### config.mk
export PLATFORM = sky130hd
export DESIGN_NAME = time_of_day_clock_alarm_top
export DESIGN_NICKNAME = d
export VERILOG_FILES = /design/src/rtl/tdca_pkg.sv /design/src/rtl/tdca_state.sv /design/src/rtl/tdca_split.sv /design/src/rtl/tdca_out.sv /design/src/rtl/time_of_day_clock_alarm_top.sv
export SDC_FILE = /design/constraint.sdc
export NUM_CORES = 1
export LEC_CHECK = 0
export CAP_MARGIN = 10
export CORE_ASPECT_RATIO = 2
export CORE_UTILIZATION = 57
export DETAILED_ROUTE_END_ITERATION = 12
export DONT_BUFFER_PORTS = 1
export PLACE_DENSITY_LB_ADDON = 0.05
export SLEW_MARGIN = 15
export SYNTH_ARGS = -nofsm -noshare
export SYNTH_HDL_FRONTEND = slang
export SYNTH_HIERARCHICAL = 1
export SYNTH_SLANG_ARGS = --single-unit
### constraint.sdc
create_clock -name clk -period 6.3 [get_ports clk]
set_input_delay 1.575 -clock clk [delete_from_list [all_inputs] [get_ports clk]]
set_output_delay 1.575 -clock clk [all_outputs]
set_load 0.01 [all_outputs]
### src/rtl/tdca_pkg.sv
package tdca_pkg;

  localparam int unsigned TIME_W    = 17;
  localparam int unsigned CFG_IDX_W = 8;
  localparam int unsigned MIN_IDX_W = 11;  // whole minutes in a day, below 1440

  localparam logic [TIME_W:0]   DAY_SECONDS    = 18'd86400;
  localparam logic [TIME_W-1:0] MINUTE_SECONDS = 17'd60;
  localparam logic [TIME_W-1:0] ALARM_RESET    = 17'd120;
  localparam logic [4:0]        HALF_DAY_HOURS = 5'd12;

  // register indexes on the configuration port
  localparam logic [CFG_IDX_W-1:0] REG_ALARM_TIME   = 8'd0;
  localparam logic [CFG_IDX_W-1:0] REG_ALARM_ENABLE = 8'd1;

  // input kinds carried in tuser
  localparam logic OP_TICK = 1'b0;
  localparam logic OP_LOAD = 1'b1;

  // reciprocal constants: floor(t * RECIP / 2**SHIFT) == t / 60 over the used range
  localparam logic [17:0] RECIP60_T   = 18'd139811;  // t < 2**17, shift 23
  localparam int unsigned SHIFT60_T   = 23;
  localparam logic [10:0] RECIP60_MIN = 11'd1093;    // q < 1440, shift 16
  localparam int unsigned SHIFT60_MIN = 16;

  // display time captured by the state stage
  typedef struct packed {
    logic [TIME_W-1:0] held_time;
    logic              buzzer;
    logic              refreshed;
  } tdca_hold_t;

  // after the first reciprocal multiply
  typedef struct packed {
    logic [TIME_W-1:0]    held_time;
    logic [MIN_IDX_W-1:0] total_min;
    logic                 buzzer;
    logic                 refreshed;
  } tdca_div1_t;

  // after the second reciprocal multiply
  typedef struct packed {
    logic [4:0]           hour;
    logic [MIN_IDX_W-1:0] total_min;
    logic [5:0]           second;
    logic                 buzzer;
    logic                 refreshed;
  } tdca_div2_t;

endpackage

### src/rtl/tdca_state.sv
module tdca_state (
  input  logic                          clk,
  input  logic                          rst,
  input  logic                          cfg_valid,
  input  logic [tdca_pkg::CFG_IDX_W-1:0] cfg_index,
  input  logic [tdca_pkg::TIME_W-1:0]   cfg_data,
  input  logic                          in_valid,
  output logic                          in_ready,
  input  logic                          opcode,
  input  logic [tdca_pkg::TIME_W-1:0]   set_value,
  output logic                          out_valid,
  input  logic                          out_ready,
  output tdca_pkg::tdca_hold_t          out_data
);
  import tdca_pkg::*;

  logic [TIME_W-1:0] alarm_time;
  logic              alarm_enable;
  logic [TIME_W-1:0] seconds_count, seconds_count_next;
  logic [TIME_W-1:0] next_mark, next_mark_next;
  logic [TIME_W-1:0] held_time, held_time_next;
  logic              buzzer_on, buzzer_on_next;
  logic              refresh;
  logic [TIME_W:0]   tick_sum;
  logic [TIME_W-1:0] refresh_time;
  logic              accept;

  assign in_ready = !out_valid || out_ready;
  assign accept   = in_valid && in_ready;
  assign tick_sum = {1'b0, seconds_count} + {{TIME_W{1'b0}}, 1'b1};

  always_comb begin
    seconds_count_next = seconds_count;
    refresh            = 1'b0;
    refresh_time       = seconds_count;
    if (opcode == OP_LOAD) begin
      seconds_count_next = set_value;
    end else if (tick_sum >= DAY_SECONDS) begin
      // midnight wrap
      seconds_count_next = '0;
      refresh_time       = '0;
      refresh            = 1'b1;
    end else begin
      seconds_count_next = tick_sum[TIME_W-1:0];
      refresh_time       = tick_sum[TIME_W-1:0];
      refresh            = (tick_sum >= {1'b0, next_mark});
    end
  end

  always_comb begin
    next_mark_next = next_mark;
    held_time_next = held_time;
    buzzer_on_next = buzzer_on;
    if (refresh) begin
      next_mark_next = refresh_time + MINUTE_SECONDS;
      held_time_next = refresh_time;
      buzzer_on_next = alarm_enable && (alarm_time == refresh_time);
    end
  end

  always_ff @(posedge clk) begin
    if (rst) begin
      alarm_time   <= ALARM_RESET;
      alarm_enable <= 1'b0;
    end else if (cfg_valid) begin
      if (cfg_index == REG_ALARM_TIME) begin
        alarm_time <= cfg_data;
      end else if (cfg_index == REG_ALARM_ENABLE) begin
        alarm_enable <= cfg_data[0];
      end
    end
  end

  always_ff @(posedge clk) begin
    if (rst) begin
      seconds_count <= '0;
      next_mark     <= MINUTE_SECONDS;
      held_time     <= '0;
      buzzer_on     <= 1'b0;
      out_valid     <= 1'b0;
    end else begin
      if (accept) begin
        seconds_count <= seconds_count_next;
        next_mark     <= next_mark_next;
        held_time     <= held_time_next;
        buzzer_on     <= buzzer_on_next;
      end
      if (in_ready) begin
        out_valid <= in_valid;
      end
    end
  end

  always_ff @(posedge clk) begin
    if (accept) begin
      out_data.held_time <= held_time_next;
      out_data.buzzer    <= buzzer_on_next;
      out_data.refreshed <= refresh;
    end
  end

endmodule

### src/rtl/tdca_split.sv
module tdca_split (
  input  logic                 clk,
  input  logic                 rst,
  input  logic                 in_valid,
  output logic                 in_ready,
  input  tdca_pkg::tdca_hold_t in_data,
  output logic                 out_valid,
  input  logic                 out_ready,
  output tdca_pkg::tdca_div2_t out_data
);
  import tdca_pkg::*;

  localparam int unsigned P1_W = TIME_W + 18;
  localparam int unsigned P2_W = 2 * MIN_IDX_W;

  tdca_div1_t          s1;
  logic                s1_valid;
  logic                s1_ready;
  logic [P1_W-1:0]     prod_min;
  logic [P2_W-1:0]     prod_hour;
  logic [TIME_W-1:0]   min_secs;

  assign s1_ready = !out_valid || out_ready;
  assign in_ready = !s1_valid || s1_ready;

  // t / 60
  assign prod_min = P1_W'(in_data.held_time) * P1_W'(RECIP60_T);
  // (t / 60) / 60, and t mod 60
  assign prod_hour = P2_W'(s1.total_min) * P2_W'(RECIP60_MIN);
  assign min_secs  = TIME_W'(s1.total_min) * MINUTE_SECONDS;

  always_ff @(posedge clk) begin
    if (rst) begin
      s1_valid  <= 1'b0;
      out_valid <= 1'b0;
    end else begin
      if (in_ready) s1_valid  <= in_valid;
      if (s1_ready) out_valid <= s1_valid;
    end
  end

  always_ff @(posedge clk) begin
    if (in_valid && in_ready) begin
      s1.held_time <= in_data.held_time;
      s1.total_min <= prod_min[SHIFT60_T +: MIN_IDX_W];
      s1.buzzer    <= in_data.buzzer;
      s1.refreshed <= in_data.refreshed;
    end
    if (s1_valid && s1_ready) begin
      out_data.hour      <= prod_hour[SHIFT60_MIN +: 5];
      out_data.total_min <= s1.total_min;
      out_data.second    <= 6'(s1.held_time - min_secs);
      out_data.buzzer    <= s1.buzzer;
      out_data.refreshed <= s1.refreshed;
    end
  end

endmodule

### src/rtl/tdca_out.sv
module tdca_out (
  input  logic                 clk,
  input  logic                 rst,
  input  logic                 in_valid,
  output logic                 in_ready,
  input  tdca_pkg::tdca_div2_t in_data,
  output logic                 out_valid,
  input  logic                 out_ready,
  output logic [23:0]          out_data
);
  import tdca_pkg::*;

  logic [MIN_IDX_W-1:0] hour_mins;
  logic [5:0]           minute;
  logic                 pm;
  logic [3:0]           hour_12;

  assign in_ready  = !out_valid || out_ready;
  assign hour_mins = MIN_IDX_W'(in_data.hour) * MIN_IDX_W'(MINUTE_SECONDS);
  assign minute    = 6'(in_data.total_min - hour_mins);
  assign pm        = (in_data.hour >= HALF_DAY_HOURS);
  assign hour_12   = pm ? 4'(in_data.hour - HALF_DAY_HOURS) : 4'(in_data.hour);

  always_ff @(posedge clk) begin
    if (rst) begin
      out_valid <= 1'b0;
    end else if (in_ready) begin
      out_valid <= in_valid;
    end
  end

  always_ff @(posedge clk) begin
    if (in_valid && in_ready) begin
      out_data <= {in_data.refreshed, in_data.buzzer, in_data.second, minute,
                   pm, hour_12, in_data.hour};
    end
  end

endmodule

### src/rtl/time_of_day_clock_alarm_top.sv
// Time-of-day clock with alarm.
// Input stream: each transfer is one item. tuser selects the kind: a one-second
// tick, or a load of the time of day from tdata. Every item yields exactly one
// output transfer carrying the latched display (hours in 24 and 12 hour form,
// pm flag, minutes, seconds), the buzzer and a flag saying this item refreshed.
// Configuration channel: alarm time (index 0) and alarm enable (index 1), one
// write per transfer; unknown indexes are dropped. Write only while idle.
// Throughput: one item per cycle while the output is not stalled. Four registers
// in a row lie between the input transfer and m_axis_tvalid: the state stage
// (loaded at the transfer edge itself), two reciprocal-multiply stages for the
// /60 splits and the formatting register.
// Reset: time 0, display 00:00:00, next refresh at 60 s, buzzer off, alarm at
// 120 s and disabled. No clearing pass; items are taken right after reset.
// Stall: each stage holds its result while downstream is stalled, and
// s_axis_tready drops only once every stage is full, so no item is lost.
module time_of_day_clock_alarm_top (
  input  logic                           clk,
  input  logic                           rst,
  // configuration write channel
  input  logic                           cfg_valid,
  output logic                           cfg_ready,
  input  logic [tdca_pkg::CFG_IDX_W-1:0] cfg_index,
  input  logic [tdca_pkg::TIME_W-1:0]    cfg_data,
  // input stream
  input  logic                           s_axis_tvalid,
  output logic                           s_axis_tready,
  input  logic [23:0]                    s_axis_tdata,  // set_value[16:0], zero pad
  input  logic                           s_axis_tuser,  // opcode
  // result stream
  output logic                           m_axis_tvalid,
  input  logic                           m_axis_tready,
  output logic [23:0]                    m_axis_tdata   // hour_24[4:0], hour_12[8:5],
                                                        // pm_flag[9], minute_out[15:10],
                                                        // second_out[21:16], buzzer[22],
                                                        // refreshed[23]
);
  import tdca_pkg::*;

  tdca_hold_t hold_data;
  logic       hold_valid;
  logic       hold_ready;
  tdca_div2_t div_data;
  logic       div_valid;
  logic       div_ready;

  // config regs are plain flops, a write always completes
  assign cfg_ready = 1'b1;

  // state update and refresh decision
  tdca_state u_state (
    .clk       (clk),
    .rst       (rst),
    .cfg_valid (cfg_valid),
    .cfg_index (cfg_index),
    .cfg_data  (cfg_data),
    .in_valid  (s_axis_tvalid),
    .in_ready  (s_axis_tready),
    .opcode    (s_axis_tuser),
    .set_value (s_axis_tdata[TIME_W-1:0]),
    .out_valid (hold_valid),
    .out_ready (hold_ready),
    .out_data  (hold_data)
  );

  // seconds -> hours, total minutes, seconds
  tdca_split u_split (
    .clk       (clk),
    .rst       (rst),
    .in_valid  (hold_valid),
    .in_ready  (hold_ready),
    .in_data   (hold_data),
    .out_valid (div_valid),
    .out_ready (div_ready),
    .out_data  (div_data)
  );

  // minute, 12 hour form and result register
  tdca_out u_out (
    .clk       (clk),
    .rst       (rst),
    .in_valid  (div_valid),
    .in_ready  (div_ready),
    .in_data   (div_data),
    .out_valid (m_axis_tvalid),
    .out_ready (m_axis_tready),
    .out_data  (m_axis_tdata)
  );

endmodule
======== Yosys cells after proc, flatten, opt, wreduce, memory -nomap -nowiden ========
Cells that the tools add are included.
storage, ports and cells
  register bits ........................... 155
  input bits .............................. 55
operators by class
  $add $sub $neg .......................... 5
  $mul .................................... 4
  order comparisons ....................... 3
  equality and inequality tests ........... 2
  multiplexer cells ....................... 8
  bitwise operators ....................... 1
  reductions and logical operators ........ 17
operators with widths
  kind                                                    number
  two-way mux 17 bit                                      4
  multiplier 17 x 18 -> 34 bit (second input constant)    1
  multiplier 11 x 11 -> 21 bit (second input constant)    1
  adder 17 x 1 -> 18 bit (second input constant)          1
  >= comparator 18 x 17 -> 1 bit                          1
  >= comparator 18 x 17 -> 1 bit (second input constant)  1
  adder 17 x 6 -> 17 bit (second input constant)          1
  == test 17 bit                                          1
  subtractor 6 bit                                        2
  multiplier 11 x 4 -> 4 bit (second input constant)      1
  == test 8 x 1 -> 1 bit (second input constant)          1
  zero test 8 bit                                         1
  >= comparator 5 x 4 -> 1 bit (second input constant)    1
  logical AND 1 bit                                       5
  multiplier 5 x 4 -> 4 bit (second input constant)       1
  zero test 1 bit                                         4
  logical OR 1 bit                                        4
  two-way mux 4 bit                                       1
  AND reduction 2 bit                                     2
  subtractor 4 bit (second input constant)                1
  two-way mux 1 bit                                       3
  AND reduction 3 bit                                     1
  inverter 1 bit                                          1

======== Logic depth before layout (Yosys ltp) ========
  depth after elaboration ................. 7
  gate-level depth with buffers ........... 20
  depth with buffers taken out ............ 20

======== Modules after synthesis ========
The synthesis kept the hierarchy.
modules (own cells, without submodules)
  module                       instances  cells an instance  area each (µm²)
  tdca_split                   1          548                5,895.7
  tdca_state                   1          670                5,635.4
  tdca_out                     1          56                 973.4
  time_of_day_clock_alarm_top  1          2                  11.3

======== Least setup slack after synthesis ========
Ideal clock, no wire load.
  path type ............................... reg-to-reg
  from .................................... register u_state/out_data[17] in the netlist's numbering
  to ...................................... register u_split/s1[9] in the netlist's numbering (data pin)
  setup time .............................. 0.261 ns
  arrival ................................. 4.525 ns
  required time ........................... 6.039 ns
  slack ................................... 1.514 ns
  cell stages (with the launch flop) ...... 17
  clock period less this slack ............ 4.786 ns
  cell sequence ........................... edfxtp_1 -> ha_1 -> inv_1 -> fa_1 -> fa_1 -> inv_1 -> fa_1 -> inv_1 -> fa_1 -> inv_1 -> ha_1 -> and3_1 -> a311o_1 -> a31oi_2 -> o21a_2 -> nand2_2 -> o311a_1
on the way
  longest elaborated chain between the ends .. 1
RTL lines
  item                          line              RTL
  from (decl)                   tdca_state.sv:13  output tdca_pkg::tdca_hold_t out_data
  multiplier 17 x 18 -> 34 bit  tdca_split.sv:27  assign prod_min = P1_W'(in_data.held_time) * P1_W'(RECIP60_T);
  net u_split.prod_min[30]      tdca_split.sv:19  logic [P1_W-1:0] prod_min;
  to (decl)                     tdca_split.sv:16  tdca_div1_t s1;
The timed path passes the listed nets, and every way through them passes these cells.
A chain may end at the register's enable or synchronous reset.

======== Worst setup path after layout ========
  from .................................... register u_state/out_data[17] in the netlist's numbering
  to ...................................... register u_split/s1[8] in the netlist's numbering (data pin)
Same word-level chain as after synthesis.

==> flow_summary.toml <==
[outcome]
outcome = "complete, no violations"

[routing]
detail_route.first_pass.iterations = 5
vias = 9305
antenna_left = 0
vias_per_cell = 6.07
drc = 0
wl_um = 33100
wl_per_cell_um = 21.6
drt_iter0_drc = 357

[clocking]
clkTransAtPathRegs_ns = 0.06
cts_hold_buf = 0
post-cts-setup-buffers = 0
clk_latency_ns = 0.44
cts_root_buf = "clkbuf_16"
cts_tree = "built"
numCtsBuffers = 17
ctsResizeCount = 0
htree_levels = 4
cts_sinks = 153
cts_buffer_depth = 2

[timing]
tns_ns = 0
clock_skew_ns = 0.0113
holdWs_ns = 0.418
slew_violations = 0
slew_headroom_pct = 23.3
period_needed_ns = 5.33
rsz0062_at_grt = "no"
fmax_mhz = 188
setup-violations-final = 0
tightest_slew_ns = 1.15
finalCritPeriodShare_pct = 84.6
hold_viol_final = 0

[global_route]
antenna_found_initial = 0
grt_pass1_vias = 9817
grt_overflow = 0
grt_max_degree = 66
grt_pass1_wl_um = 51700
grtUsageTotal_pct = 31.3

[worst_setup_path]
endpoint_kind = "flip-flop"
start_kind = "flip-flop"
critical_path_class = "flip-flop to flip-flop"
ff2ff_setup_slack_ns = 0.97
worstPathRequired_ns = 6.48
arrival_ns = 5.52
worstReg2RegStart = "u_state/out_data[17]"
cp_max_fo = 5
rr_endpoint = "u_split/s1[8]"
reg2reg_depth = 18

[placed_design]
hpwl_um = 26700
port_buffers = 0
gp_congestion = 0.941

[synth]
postSynthCellCount = 1271
synth_area_mm2 = 0.0124
synth_nets = 1574
avgSynthCellArea_um2 = 9.73
yosys_warnings = 6

[worst_hold_path]
min_path_type = "flip-flop to flip-flop"
min_from = "u_split/s1[0]"
min_to = "u_split/out_data[0]"
whs_path_depth = 0

[floorplan]
fp.coreArea_mm2 = 0.0211
rows = 75
dieArea_mm2 = 0.0223
die_y_um = 210
initial_utilization_pct = 58.6
ios = 82
die-width_um = 106

[cells_and_area]
syn_to_final_growth_pct = 6.32
drive_above_1_share_pct = 7.52
seqCellArea_mm2 = 0.00385
fin_util_pct = 62.3
multi_input_area_mm2 = 0.00764
antenna_cells = 0
final_nets = 1554
num-fill-cells = 1862

[pwr]
ir_worst_vdd_mv = 0.206
leakage_uw = 0.00587
power_density_mw_per_mm2 = 318

[job]
cap_violations = 0
-- stage by stage --
stage / power (µW) / cell area, µm² / cells / worst slack, ns
CTS: 4240 / 13100 / 1533 / 0.990
floorplan: 2690 / 12400 / 1271 / 1.51
global route: 4520 / 13100 / 1533 / 0.618
finish: 4180 / 13100 / 1533 / 0.968
global placement: 3140 / 12600 / 1501 / 1.05
detailed placement: 3170 / 12600 / 1501 / 1.04
-- critical path, cell delays in order, from the launching register on --
cell and delay (ns):
edfxtp_1 0.44, inv_1 0.07, ha_1 0.20, ha_1 0.16
or2_2 0.30, fa_1 0.48, inv_1 0.05, fa_1 0.50
fa_1 0.55, inv_1 0.05, fa_1 0.50, ha_1 0.34
nand4_1 0.16, nor2_1 0.26, nand3_1 0.12, nor3b_1 0.36
o311ai_1 0.19, a21boi_1 0.25, xor2_1 0.09
-- where the power goes --
part | switching, µW | internal, µW
clock network | 428 | 605
logic | 1080 | 804
registers | 93.2 | 1180
-- state kept, by name, summed over array words and instances, names as in the netlist --
| name | count |
|---|---|
| u_out/out_data | 22 |
| u_state/alarm_time | 17 |
| u_split/out_data | 19 |
| u_state/held_time | 17 |
| u_state/out_data | 19 |
| u_state/buzzer_on | 1 |
| u_state/alarm_enable | 1 |
| u_state/next_mark | 17 |
| u_state/out_valid | 1 |
| u_out/out_valid | 1 |
| u_state/seconds_count | 17 |
| u_split/s1 | 19 |
| u_split/out_valid | 1 |
| u_split/s1_valid | 1 |
-- area by class of cell --
class,instances,share of cell area (%)
Clock inverter,11,0.790
Tap cell,269,2.56
Timing Repair Buffer,12,0.685
Multi-Input combinational cell,899,58.1
Sequential cell,153,29.3
Inverter,168,4.80
Clock buffer,21,3.75
-- layout by cell type (no fill, tap or decap), drive strengths merged, types with 14 or more instances in the layout --
cell and instances:
a211oi 19, a21o 18, a21oi 72, clkbuf 21
dfxtp 74, edfxtp 79, fa 44, ha 204
inv 174, mux2i 20, nand2 87, nand3 27
nand4 15, nor2 86, nor3 17, nor4 14
o21ai 45, xnor2 32, xor2 16
-- routing by layer --
| metal | up-vias | part of all wire [%] | wire length, µm | track usage (%) |
|---|---|---|---|---|
| li1 | 4509 | - | - | - |
| met1 | 4421 | 32 | 10400 | 26.7 |
| met2 | 246 | 56 | 18600 | 61.2 |
| met3 | 129 | 2.7 | 897 | 4.02 |
| met4 | 0 | 9.5 | 3140 | 27.2 |
| met5 | - | 0 | 0 | 0 |
-- worst max path at each step --
| stage | from | endpoint | cells after the start |
|---|---|---|---|
| floorplan | u_state/out_data[17] | u_split/s1[9] | 16 |
| global placement | u_state/out_data[17] | u_split/s1[9] | 16 |
| detailed placement | u_state/out_data[17] | u_split/s1[10] | 18 |
| CTS | u_state/out_data[18] | u_split/s1[8] | 17 |
| global route | u_state/out_data[17] | u_split/s1[7] | 18 |
| finish | u_state/out_data[17] | u_split/s1[8] | 18 |
(Power assumes the default switching activity.)
